## src/design/gffr_pkg.sv

```systemverilog
`timescale 1ns / 1ps

package gffr_pkg;

  // Default grid size
  localparam int DEF_GRID_COLS = 8;
  localparam int DEF_GRID_ROWS = 15;

  // Field widths
  localparam int RECT_W = 4;
  localparam int SLOT_W = 7;
  localparam int IN_DATA_W = 8;
  localparam int OUT_DATA_W = 8;

  // Request kinds
  localparam logic KIND_PLACE = 1'b0;
  localparam logic KIND_CLEAR = 1'b1;

  // Sequencer states
  typedef enum logic [1:0] {
    ST_IDLE,
    ST_SCAN,
    ST_MARK,
    ST_RESP
  } state_t;

  // Commands from the sequencer to the occupancy store
  typedef struct packed {
    logic clear;
    logic set_en;
  } grid_cmd_t;

  // Commands from the sequencer to the fit unit
  typedef struct packed {
    logic run_clr;
    logic run_step;
  } fit_cmd_t;

endpackage

```

## src/design/gffr_grid.sv

```systemverilog
`timescale 1ns / 1ps

module gffr_grid #(
  parameter int GRID_COLS = gffr_pkg::DEF_GRID_COLS,
  parameter int GRID_ROWS = gffr_pkg::DEF_GRID_ROWS,
  localparam int ROW_W = (GRID_ROWS > 1) ? $clog2(GRID_ROWS) : 1
) (
  input  logic                  clk,
  input  logic                  rst_n,
  input  gffr_pkg::grid_cmd_t   cmd,
  input  logic [ROW_W-1:0]      set_row,
  input  logic [GRID_COLS-1:0]  set_mask,
  input  logic [ROW_W-1:0]      rd_row,
  output logic [GRID_COLS-1:0]  rd_used
);

  // One bit per cell, one word per grid row
  logic [GRID_COLS-1:0] rows_r [GRID_ROWS];

  // Clear all rows, or merge a rectangle's columns into one row
  always_ff @(posedge clk) begin
    for (int r = 0; r < GRID_ROWS; r++) begin
      if (!rst_n || cmd.clear) begin
        rows_r[r] <= '0;
      end else if (cmd.set_en && (int'(set_row) == r)) begin
        rows_r[r] <= rows_r[r] | set_mask;
      end
    end
  end

  // Read the row under scan
  assign rd_used = rows_r[rd_row];

endmodule

```

## src/design/gffr_fit.sv

```systemverilog
`timescale 1ns / 1ps

module gffr_fit #(
  parameter int GRID_COLS = gffr_pkg::DEF_GRID_COLS,
  parameter int GRID_ROWS = gffr_pkg::DEF_GRID_ROWS,
  localparam int ROW_W = (GRID_ROWS > 1) ? $clog2(GRID_ROWS) : 1,
  localparam int COL_W = (GRID_COLS > 1) ? $clog2(GRID_COLS) : 1
) (
  input  logic                        clk,
  input  logic                        rst_n,
  input  gffr_pkg::fit_cmd_t          cmd,
  input  logic [GRID_COLS-1:0]        row_used,
  input  logic [ROW_W-1:0]            row_idx,
  input  logic [gffr_pkg::RECT_W-1:0] rect_w,
  input  logic [gffr_pkg::RECT_W-1:0] rect_h,
  input  logic                        zero_mode,
  output logic                        hit,
  output logic [COL_W-1:0]            hit_col,
  output logic [GRID_COLS-1:0]        hit_mask
);

  localparam int RUN_W = $clog2(GRID_ROWS + 1);

  // Free rows in each column ending at the current row
  logic [RUN_W-1:0] run_r   [GRID_COLS];
  logic [RUN_W-1:0] run_nxt [GRID_COLS];
  logic [GRID_COLS-1:0] col_ok;
  logic             row_fits;

  // Extend free runs with the row just read
  always_comb begin
    for (int c = 0; c < GRID_COLS; c++) begin
      run_nxt[c] = row_used[c] ? '0 : run_r[c] + RUN_W'(1);
    end
  end

  always_ff @(posedge clk) begin
    for (int c = 0; c < GRID_COLS; c++) begin
      if (!rst_n || cmd.run_clr) begin
        run_r[c] <= '0;
      end else if (cmd.run_step) begin
        run_r[c] <= run_nxt[c];
      end
    end
  end

  // Rectangle must end at or above the last row
  assign row_fits = (6'(row_idx) + 6'(rect_h)) <= 6'(GRID_ROWS);

  // Check every candidate column against the window of free runs, or in zero mode against the current row
  always_comb begin
    for (int c = 0; c < GRID_COLS; c++) begin
      if (zero_mode) begin
        col_ok[c] = !row_used[c] && row_fits &&
                    ((6'(c) + 6'(rect_w)) <= 6'(GRID_COLS));
      end else begin
        // Rectangle must end at or left of the last column
        col_ok[c] = (6'(c) + 6'(rect_w)) <= 6'(GRID_COLS);
        for (int k = 0; k < GRID_COLS; k++) begin
          if (6'(k) < 6'(rect_w)) begin
            if (c + k >= GRID_COLS) begin
              col_ok[c] = 1'b0;
            end else if (6'(run_nxt[(c + k) % GRID_COLS]) < 6'(rect_h)) begin
              col_ok[c] = 1'b0;
            end
          end
        end
      end
    end
  end

  // Pick the leftmost fitting column
  always_comb begin
    hit     = 1'b0;
    hit_col = '0;
    for (int c = GRID_COLS - 1; c >= 0; c--) begin
      if (col_ok[c]) begin
        hit     = 1'b1;
        hit_col = COL_W'(c);
      end
    end
  end

  // Columns covered by the rectangle at the chosen corner
  always_comb begin
    for (int k = 0; k < GRID_COLS; k++) begin
      hit_mask[k] = (6'(k) >= 6'(hit_col)) &&
                    (6'(k) < (6'(hit_col) + 6'(rect_w)));
    end
  end

endmodule

```

## src/design/grid_first_fit_rect_placer.sv

```systemverilog
`timescale 1ns / 1ps

// First-fit rectangle placer over a GRID_COLS by GRID_ROWS occupancy grid.
// A place beat (tuser kind = 0) scans grid rows top to bottom, one row per
// cycle, keeping a free-run count per column so that a rectangle is found
// at the row where its bottom edge lands; the leftmost column of the
// earliest top row wins. A hit then sets the covered cells one row per
// cycle, and the result is then posted from the response state once the
// output register is free. A clear beat (kind = 1) frees all cells at
// once and goes straight to the response state. The input is not ready
// while a request is in work; one result waits in the output register
// while the next request is taken. The result carries placed in tuser
// and the top-left slot row * GRID_COLS + col in tdata (0 when nothing
// is placed).
module grid_first_fit_rect_placer #(
  parameter int GRID_COLS = gffr_pkg::DEF_GRID_COLS,
  parameter int GRID_ROWS = gffr_pkg::DEF_GRID_ROWS
) (
  input  logic                            clk,
  input  logic                            rst_n,
  // in_tdata: rect_width [3:0], rect_height [7:4]
  input  logic                            in_tvalid,
  output logic                            in_tready,
  input  logic [gffr_pkg::IN_DATA_W-1:0]  in_tdata,
  // in_tuser: kind [0]
  input  logic                            in_tuser,
  // out_tdata: slot_index [6:0], zero [7]
  output logic                            out_tvalid,
  input  logic                            out_tready,
  output logic [gffr_pkg::OUT_DATA_W-1:0] out_tdata,
  // out_tuser: placed [0]
  output logic                            out_tuser
);

  localparam int ROW_W  = (GRID_ROWS > 1) ? $clog2(GRID_ROWS) : 1;
  localparam int COL_W  = (GRID_COLS > 1) ? $clog2(GRID_COLS) : 1;
  localparam int SFULL  = $clog2(GRID_ROWS * GRID_COLS + 1);
  localparam int SW     = (SFULL > gffr_pkg::SLOT_W) ? SFULL : gffr_pkg::SLOT_W;
  localparam int RW     = gffr_pkg::RECT_W;

  gffr_pkg::state_t state_r, state_nxt;

  logic [RW-1:0]        w_r, w_nxt;
  logic [RW-1:0]        h_r, h_nxt;
  logic                 zero_r, zero_nxt;
  logic [ROW_W-1:0]     scan_r, scan_nxt;
  logic [ROW_W-1:0]     mark_row_r, mark_row_nxt;
  logic [RW-1:0]        mark_cnt_r, mark_cnt_nxt;
  logic [GRID_COLS-1:0] mask_r, mask_nxt;
  logic                 placed_r, placed_nxt;
  logic [gffr_pkg::SLOT_W-1:0] slot_r, slot_nxt;
  logic                 out_valid_r, out_valid_nxt;
  logic                 out_placed_r, out_placed_nxt;
  logic [gffr_pkg::SLOT_W-1:0] out_slot_r, out_slot_nxt;

  gffr_pkg::grid_cmd_t  grid_cmd;
  gffr_pkg::fit_cmd_t   fit_cmd;
  logic [GRID_COLS-1:0] row_used;
  logic                 hit;
  logic [COL_W-1:0]     hit_col;
  logic [GRID_COLS-1:0] hit_mask;
  logic [ROW_W-1:0]     top_row;
  logic [SW-1:0]        slot_full;
  logic                 in_beat;

  gffr_grid #(
    .GRID_COLS (GRID_COLS),
    .GRID_ROWS (GRID_ROWS)
  ) u_grid (
    .clk      (clk),
    .rst_n    (rst_n),
    .cmd      (grid_cmd),
    .set_row  (mark_row_r),
    .set_mask (mask_r),
    .rd_row   (scan_r),
    .rd_used  (row_used)
  );

  gffr_fit #(
    .GRID_COLS (GRID_COLS),
    .GRID_ROWS (GRID_ROWS)
  ) u_fit (
    .clk       (clk),
    .rst_n     (rst_n),
    .cmd       (fit_cmd),
    .row_used  (row_used),
    .row_idx   (scan_r),
    .rect_w    (w_r),
    .rect_h    (h_r),
    .zero_mode (zero_r),
    .hit       (hit),
    .hit_col   (hit_col),
    .hit_mask  (hit_mask)
  );

  assign in_tready  = (state_r == gffr_pkg::ST_IDLE);
  assign in_beat    = in_tvalid && in_tready;
  assign out_tvalid = out_valid_r;
  assign out_tuser  = out_placed_r;
  assign out_tdata  = {(gffr_pkg::OUT_DATA_W - gffr_pkg::SLOT_W)'(0), out_slot_r};

  // Top row of a hit: the bottom row found, raised by the height; in zero mode the row found itself
  always_comb begin
    if (zero_r) begin
      top_row = scan_r;
    end else begin
      top_row = ROW_W'(6'(scan_r) + 6'd1 - 6'(h_r));
    end
  end

  assign slot_full = SW'(top_row) * SW'(GRID_COLS) + SW'(hit_col);

  // Sequence scan, mark and response
  always_comb begin
    state_nxt      = state_r;
    w_nxt          = w_r;
    h_nxt          = h_r;
    zero_nxt       = zero_r;
    scan_nxt       = scan_r;
    mark_row_nxt   = mark_row_r;
    mark_cnt_nxt   = mark_cnt_r;
    mask_nxt       = mask_r;
    placed_nxt     = placed_r;
    slot_nxt       = slot_r;
    out_valid_nxt  = out_valid_r;
    out_placed_nxt = out_placed_r;
    out_slot_nxt   = out_slot_r;
    grid_cmd       = '0;
    fit_cmd        = '0;

    // Drop the result once taken
    if (out_valid_r && out_tready) begin
      out_valid_nxt = 1'b0;
    end

    case (state_r)
      gffr_pkg::ST_IDLE: begin
        if (in_beat) begin
          placed_nxt = 1'b0;
          slot_nxt   = '0;
          if (in_tuser == gffr_pkg::KIND_CLEAR) begin
            grid_cmd.clear = 1'b1;
            state_nxt      = gffr_pkg::ST_RESP;
          end else begin
            w_nxt           = in_tdata[RW-1:0];
            h_nxt           = in_tdata[2*RW-1:RW];
            zero_nxt        = (in_tdata[RW-1:0] == '0) || (in_tdata[2*RW-1:RW] == '0);
            scan_nxt        = '0;
            fit_cmd.run_clr = 1'b1;
            state_nxt       = gffr_pkg::ST_SCAN;
          end
        end
      end

      gffr_pkg::ST_SCAN: begin
        fit_cmd.run_step = 1'b1;
        if (hit) begin
          placed_nxt   = 1'b1;
          slot_nxt     = slot_full[gffr_pkg::SLOT_W-1:0];
          mark_row_nxt = top_row;
          mark_cnt_nxt = h_r;
          mask_nxt     = hit_mask;
          state_nxt    = zero_r ? gffr_pkg::ST_RESP : gffr_pkg::ST_MARK;
        end else if (int'(scan_r) == GRID_ROWS - 1) begin
          state_nxt = gffr_pkg::ST_RESP;
        end else begin
          scan_nxt = scan_r + ROW_W'(1);
        end
      end

      gffr_pkg::ST_MARK: begin
        grid_cmd.set_en = 1'b1;
        mark_row_nxt    = mark_row_r + ROW_W'(1);
        mark_cnt_nxt    = mark_cnt_r - RW'(1);
        if (mark_cnt_r == RW'(1)) begin
          state_nxt = gffr_pkg::ST_RESP;
        end
      end

      gffr_pkg::ST_RESP: begin
        // Hold until the output register is free
        if (!out_valid_r || out_tready) begin
          out_valid_nxt  = 1'b1;
          out_placed_nxt = placed_r;
          out_slot_nxt   = slot_r;
          state_nxt      = gffr_pkg::ST_IDLE;
        end
      end

      default: begin
        state_nxt = gffr_pkg::ST_IDLE;
      end
    endcase
  end

  // Control registers
  always_ff @(posedge clk) begin
    if (!rst_n) begin
      state_r     <= gffr_pkg::ST_IDLE;
      out_valid_r <= 1'b0;
    end else begin
      state_r     <= state_nxt;
      out_valid_r <= out_valid_nxt;
    end
  end

  // Payload registers
  always_ff @(posedge clk) begin
    w_r          <= w_nxt;
    h_r          <= h_nxt;
    zero_r       <= zero_nxt;
    scan_r       <= scan_nxt;
    mark_row_r   <= mark_row_nxt;
    mark_cnt_r   <= mark_cnt_nxt;
    mask_r       <= mask_nxt;
    placed_r     <= placed_nxt;
    slot_r       <= slot_nxt;
    out_placed_r <= out_placed_nxt;
    out_slot_r   <= out_slot_nxt;
  end

endmodule

```

## config.mk

```make
export PLATFORM = sky130hd
export DESIGN_NAME = grid_first_fit_rect_placer
export DESIGN_NICKNAME = d
export VERILOG_FILES = /design/src/design/gffr_pkg.sv /design/src/design/gffr_grid.sv /design/src/design/gffr_fit.sv /design/src/design/grid_first_fit_rect_placer.sv
export SDC_FILE = /design/constraint.sdc
export NUM_CORES = 1
export LEC_CHECK = 0
export BUFFER_PORTS_ARGS = -buffer_cell sky130_fd_sc_hd__clkbuf_2
export CORE_MARGIN = 5
export CORE_UTILIZATION = 60
export DETAILED_ROUTE_END_ITERATION = 12
export HOLD_SLACK_MARGIN = 0.06
export PLACE_DENSITY = 0.86
export SYNTH_ARGS = -nofsm -noshare
export SYNTH_HDL_FRONTEND = slang
export SYNTH_SLANG_ARGS = --single-unit
export TNS_END_PERCENT = 10
```

## constraint.sdc

```tcl
create_clock -name clk -period 11 [get_ports clk]
set_clock_uncertainty 0.15 [all_clocks]
set_input_delay 3.3 -clock clk [delete_from_list [all_inputs] [get_ports clk]]
set_output_delay 3.3 -clock clk [all_outputs]
set_load 0.005 [all_outputs]
```

[After elaboration in Yosys (flattened, before gate mapping)]
Memory sizes are Yosys's and may differ from the RTL's. A register that Yosys moved wholly into a read port is not among the register bits.
Cells that the tools add are included.
Widths: inputs -> output; s select.
Cells by class
  add/subtract/negate cells: 23
  multiply operators: 0
  divide/modulo/power cells: 0
  $lt $le $gt $ge: 40
  equality and inequality tests: 27
  shifts and indexed selects: 0
  mux-type cells: 248
  bitwise operators: 39
  reduce and logical (&&, ||, !) cells: 67
Operators with widths (count)
  $mux 1: 187
  $mux 8: 15
  $or 8x8->8: 15
  $mux 4: 24
  $le 6x4->1 const B: 8
  $add 4x1->4 const B: 11
  $logic_and 1x1->1: 40
  $eq 4x4->1 const B: 8
  $lt 4x4->1: 8
  $lt 3x6->1 const A: 4
  $mux 3: 8
  $pmux 4 s2: 3
  $or 1x1->1: 23
  $add 3x4->5 const A: 4
  $eq 4x3->1 const B: 4
  $lt 3x4->1 const A: 4
  $mux 7: 2
  $pmux 7 s2: 1
  $eq 4x2->1 const B: 3
  $logic_not 4->1: 3
  $lt 1x6->1 const A: 2
  $lt 2x6->1 const A: 2
  $mux 2: 6
  $ne 2x2->1 const B: 6
  other kinds (29): 53
Storage, ports and cells
  register bits: 48
  latch bits: 0
  bits in writable memories: 152
  bits in read-only memories: 0
  input port bits: 13
  output and inout bits: 11
  word-level logic and storage cells: 459
  memories: 2
Memories
  u_grid.rows_r: depth 15, width 8, read ports 16, clocked after memory_dff 1, write ports 15, line gffr_grid.sv:18  | logic [GRID_COLS-1:0] rows_r [GRID_ROWS];
  u_fit.run_r: depth 8, width 4, read ports 8, clocked after memory_dff 0, write ports 8, line gffr_fit.sv:25  | logic [RUN_W-1:0] run_r [GRID_COLS];

[Longest topological paths before layout]
An unclocked memory read counts as a cell.
  depth after elaboration: 27
  gate-level depth with buffers: 30
  mapped depth without buffers: 26

[Cells and area by module]
A second synthesis with hierarchy kept.
Second synthesis, totals
  cell total of the unflattened synthesis: 976
  area total of the unflattened synthesis: 11190.7 µm²
Modules (own cells, without submodules)
  gffr_grid: instances 1, cells each 471, area an instance 5759.3 µm², seq. area each 3603.5 µm²
  gffr_fit: instances 1, cells each 354, area an instance 3259.4 µm², seq. area each 960.9 µm²
  grid_first_fit_rect_placer: instances 1, cells each 151, area an instance 2172.1 µm², seq. area each 1411.4 µm²

[Worst setup path after synthesis]
Ideal clock, no wire load.
  kind: register to register
  start point: reg with a tool-made name
  end point: reg mask_r[0] (data pin)
  library setup time: 0.261 ns
  arrival time: 5.041 ns
  data required time: 10.589 ns
  setup slack: 5.548 ns
  cell stages (with the launch flop): 26
  path buffers: 2
  period minus slack after synthesis: 5.452 ns
  cell sequence: dfxtp_1 > buf_4 > buf_4 > mux2i_1 > o221ai_1 > a21o_1 > nor2_1 > ha_1 > a21oi_1 > a21oi_1 > a2111oi_0 > a311o_1 > or4_1 > o21a_1 > a21oi_1 > nor2_1 > o21ai_1 > a21bo_1 > inv_1 > ha_1 > fa_1 > nand3b_1 > o21ai_0 > nand2b_1 > nand2b_1 > o311a_1
RTL lines
  end signal, assigned: line grid_first_fit_rect_placer.sv:215  | mask_r <= mask_nxt;
  end, declared: line grid_first_fit_rect_placer.sv:49  | logic [GRID_COLS-1:0] mask_r, mask_nxt;

==> flow_metrics.tcl <==
set metrics [dict create \
    fin_nets 1154 \
    crit_required_ns 11.10 \
    holdCritPathClass "reg -> reg" \
    peakVddDrop_mv 0.2951 \
    fin_crit_ns 6.859 \
    numCtsBuffers 21 \
    slowest_delay_ns 1.02 \
    cp_slowest_cell "dfxtp_2" \
    die_width_microns 147.5 \
    synth_cell_types 78 \
    cts.sinks 204 \
    syn-num-nets 1149 \
    antenna_found_initial 0 \
    coreArea_sq_um 18640 \
    ios 24 \
    cts_hold_buf 0 \
    syn-mean-instance-area_sq_um 10.51 \
    area_growth_pct 8.539 \
    wl_microns 26910 \
    synth.most_common_cell "nor2_1" \
    filler_cell_count 1360 \
    p_leak_uw 0.004779 \
    ys_seq_area_share_pct 53.40 \
    ys_ff_latch 204 \
    final_util_pct 66.03 \
    wire_per_inst_microns 20.19 \
    async_flop_share_pct 0 \
    status "finished, final reports clean" \
    first_global_vias 8205 \
    post_cts_buffers 0 \
    ys_top_cells_by_count "nor2_1, edfxtp_1, nand2_1" \
    crit_top_cell "a21oi_1" \
    synth_edf_count 197 \
    port-buffer-count 22 \
    finalSetupViolCount 0 \
    relSlewSlack_pct 18.80 \
    worstSetupPathType "reg -> reg" \
    hold_violations 0 \
    yosysTopAreaCellShare_pct 52.16 \
    antennaDiodeCount 0 \
    dieArea_sq_um 21750 \
    synth_area_sq_um 11340 \
    synth_top_area_cell "edfxtp_1" \
    reg2reg_depth 22 \
    ant_nets 0 \
    synth_cells 1079 \
    synth_ff_type "edfxtp_1" \
    crit_fanout 39 \
    cts_root_buf "clkbuf_16" \
    cts_max_path_buffers 3 \
    cts_tree "done" \
    worstPathCellList "mux4_1, mux2i_1, nor2_1, a21o_1, nor2_1, ha_1, a21oi_1, a21oi_1, a2111oi_0, a311o_1, and2_1, a2111oi_2, a32oi_1, nand2_2, a21oi_1, ha_1, a21oi_1, nor2b_1, o21ai_0, nand2b_1, nand2b_1, o311a_1" \
    start_util_pct 60.83 \
    die_y_microns 147.5 \
    grt_pass1_wl_microns 42540 \
    grt.overflow.total 0 \
    finalCritPeriodShare_pct 62.36 \
    viasPerCell 6.376 \
    cts_max_level 1 \
    drt_iter0_markers 968 \
    rows 50 \
    grt_max_degree 40 \
    worstHoldStart "slot_r[2]$_SDFFCE_PN0P_" \
    total_power_uw 3470 \
    path_clk_slew_ns 0.06 \
    drive_above_1_share_pct 9.554 \
    tightest_slew_ns 1.211 \
    tns_ns 0 \
    start_kind "register" \
    max-cap-violations 0 \
    max_clock_freq_mhz 145.8 \
    globalplace.congestion 0.9708 \
    grt_usage_pct 24.39 \
    powerDensity_nw_per_um2 281.9 \
    synthTopCellsByArea "edfxtp_1, nor2_1, ha_1" \
    cts-resized-gates 0 \
    finalMaxSlewViolations 0 \
    hpwl_microns 18430 \
    end_kind "register" \
    clkLatencyLatePin_ns 0.51 \
    rsz0062_at_grt "false" \
    vias 8499 \
    min_path_cells 0 \
    yosys_warnings 0 \
    cp.arrival_ns 6.96 \
    drc_errors 0 \
    drtPass1Iterations 7 \
]
registers in the layout (all words and copies together), names as in the netlist, named ones only:
| signal | count |
|---|---|
| u_grid.rows_r | 120 |
| u_fit.run_r | 32 |
| mask_r | 8 |
| out_slot_r | 7 |
| slot_r | 7 |
| h_r | 4 |
| mark_cnt_r | 4 |
| mark_row_r | 4 |
| scan_r | 4 |
| w_r | 4 |
| state_r | 2 |
| out_tuser | 1 |
| out_tvalid | 1 |
| placed_r | 1 |
| zero_r | 1 |
final timing paths:
path | slack [ns] | to
worst max-delay path | 4.14 | mask_r[0]$_DFFE_PP_
worst min-delay path | 0.27 | out_slot_r[2]$_DFFE_PP_
worst max register to register | 4.14 | mask_r[0]$_DFFE_PP_
worst min register to register | 0.27 | out_slot_r[2]$_DFFE_PP_
layout by cell type, fill, tap and decap left out, types with 8 or more instances in the layout:
master,count
nor2b_1,17
and2_1,10
mux2i_1,22
xnor2_1,14
ha_1,54
clkbuf_16,21
o21ai_0,24
or2_2,8
xor2_1,11
inv_1,34
edfxtp_1,197
nand2b_1,13
nand2_1,61
nand3_1,22
mux4_2,17
clkbuf_2,22
a21oi_1,32
nor2_1,317
nor3_1,41
where the power goes:
group	internal [uW]	switching (uW)	total (uW)
clock	452	298	749
combinational	534	871	1410
sequential	1100	212	1320
per-stage QoR:
| step | instances | setup slack (ns) | instance area, sq um | hold WS, ns |
|---|---|---|---|---|
| 3_5_place_dp | 1295 | 4.361 | 11590 | 0.2545 |
| 3_3_place_gp | 1295 | 4.526 | 11590 | 0.2557 |
| 5_1_grt | 1333 | 3.718 | 12310 | 0.2836 |
| 6_report | 1333 | 4.141 | 12310 | 0.2697 |
| 2_1_floorplan | 1079 | 5.548 | 11340 | 0.2503 |
| 4_1_cts | 1333 | 4.290 | 12310 | 0.2719 |
critical path, delay by kind of cell, from the launching register on:
kind	cells	cell delay, ns
simple gates	7	1.03
compound gates	11	2.90
fa+ha+maj	2	0.59
mux	2	0.88
flops	1	1.02
metal layers:
layer  part of all wire [%]  routed length [microns]  up-vias  GRT usage (%)
li1                       -                        -     3881              -
met1                     39                    10460     4050          32.92
met2                     48                    12870      481          40.85
met3                    9.8                     2645       87          3.709
met4                    3.4                      927        0          8.341
met5                      0                        0        -              0
cells by family (layout without fill, tap and decap cells):
| logic type | count (synthesis) | in the layout | share of synthesized area, % |
|---|---|---|---|
| simple gates | 513 | 513 | 19.53 |
| flops | 204 | 204 | 53.40 |
| compound gates | 146 | 146 | 9.014 |
| buf+inv | 82 | 102 | 2.979 |
| fa+ha+maj | 58 | 58 | 6.576 |
| mux | 50 | 50 | 6.542 |
| xor+xnor | 25 | 25 | 1.931 |
| other cells | 1 | 1 | 0.03307 |
layout make-up:
cell class	instances	area [sq um]	share of cell area [%]
clock buffer	24	546.8	4.442
multi-input combinational	793	4947	40.19
inverter	36	135.1	1.098
timing repair buffer	28	155.1	1.260
tap	234	292.8	2.379
clock inverter	14	175.2	1.423
sequential	204	6057	49.21
No activity file was read; power rests on OpenSTA's default activity.
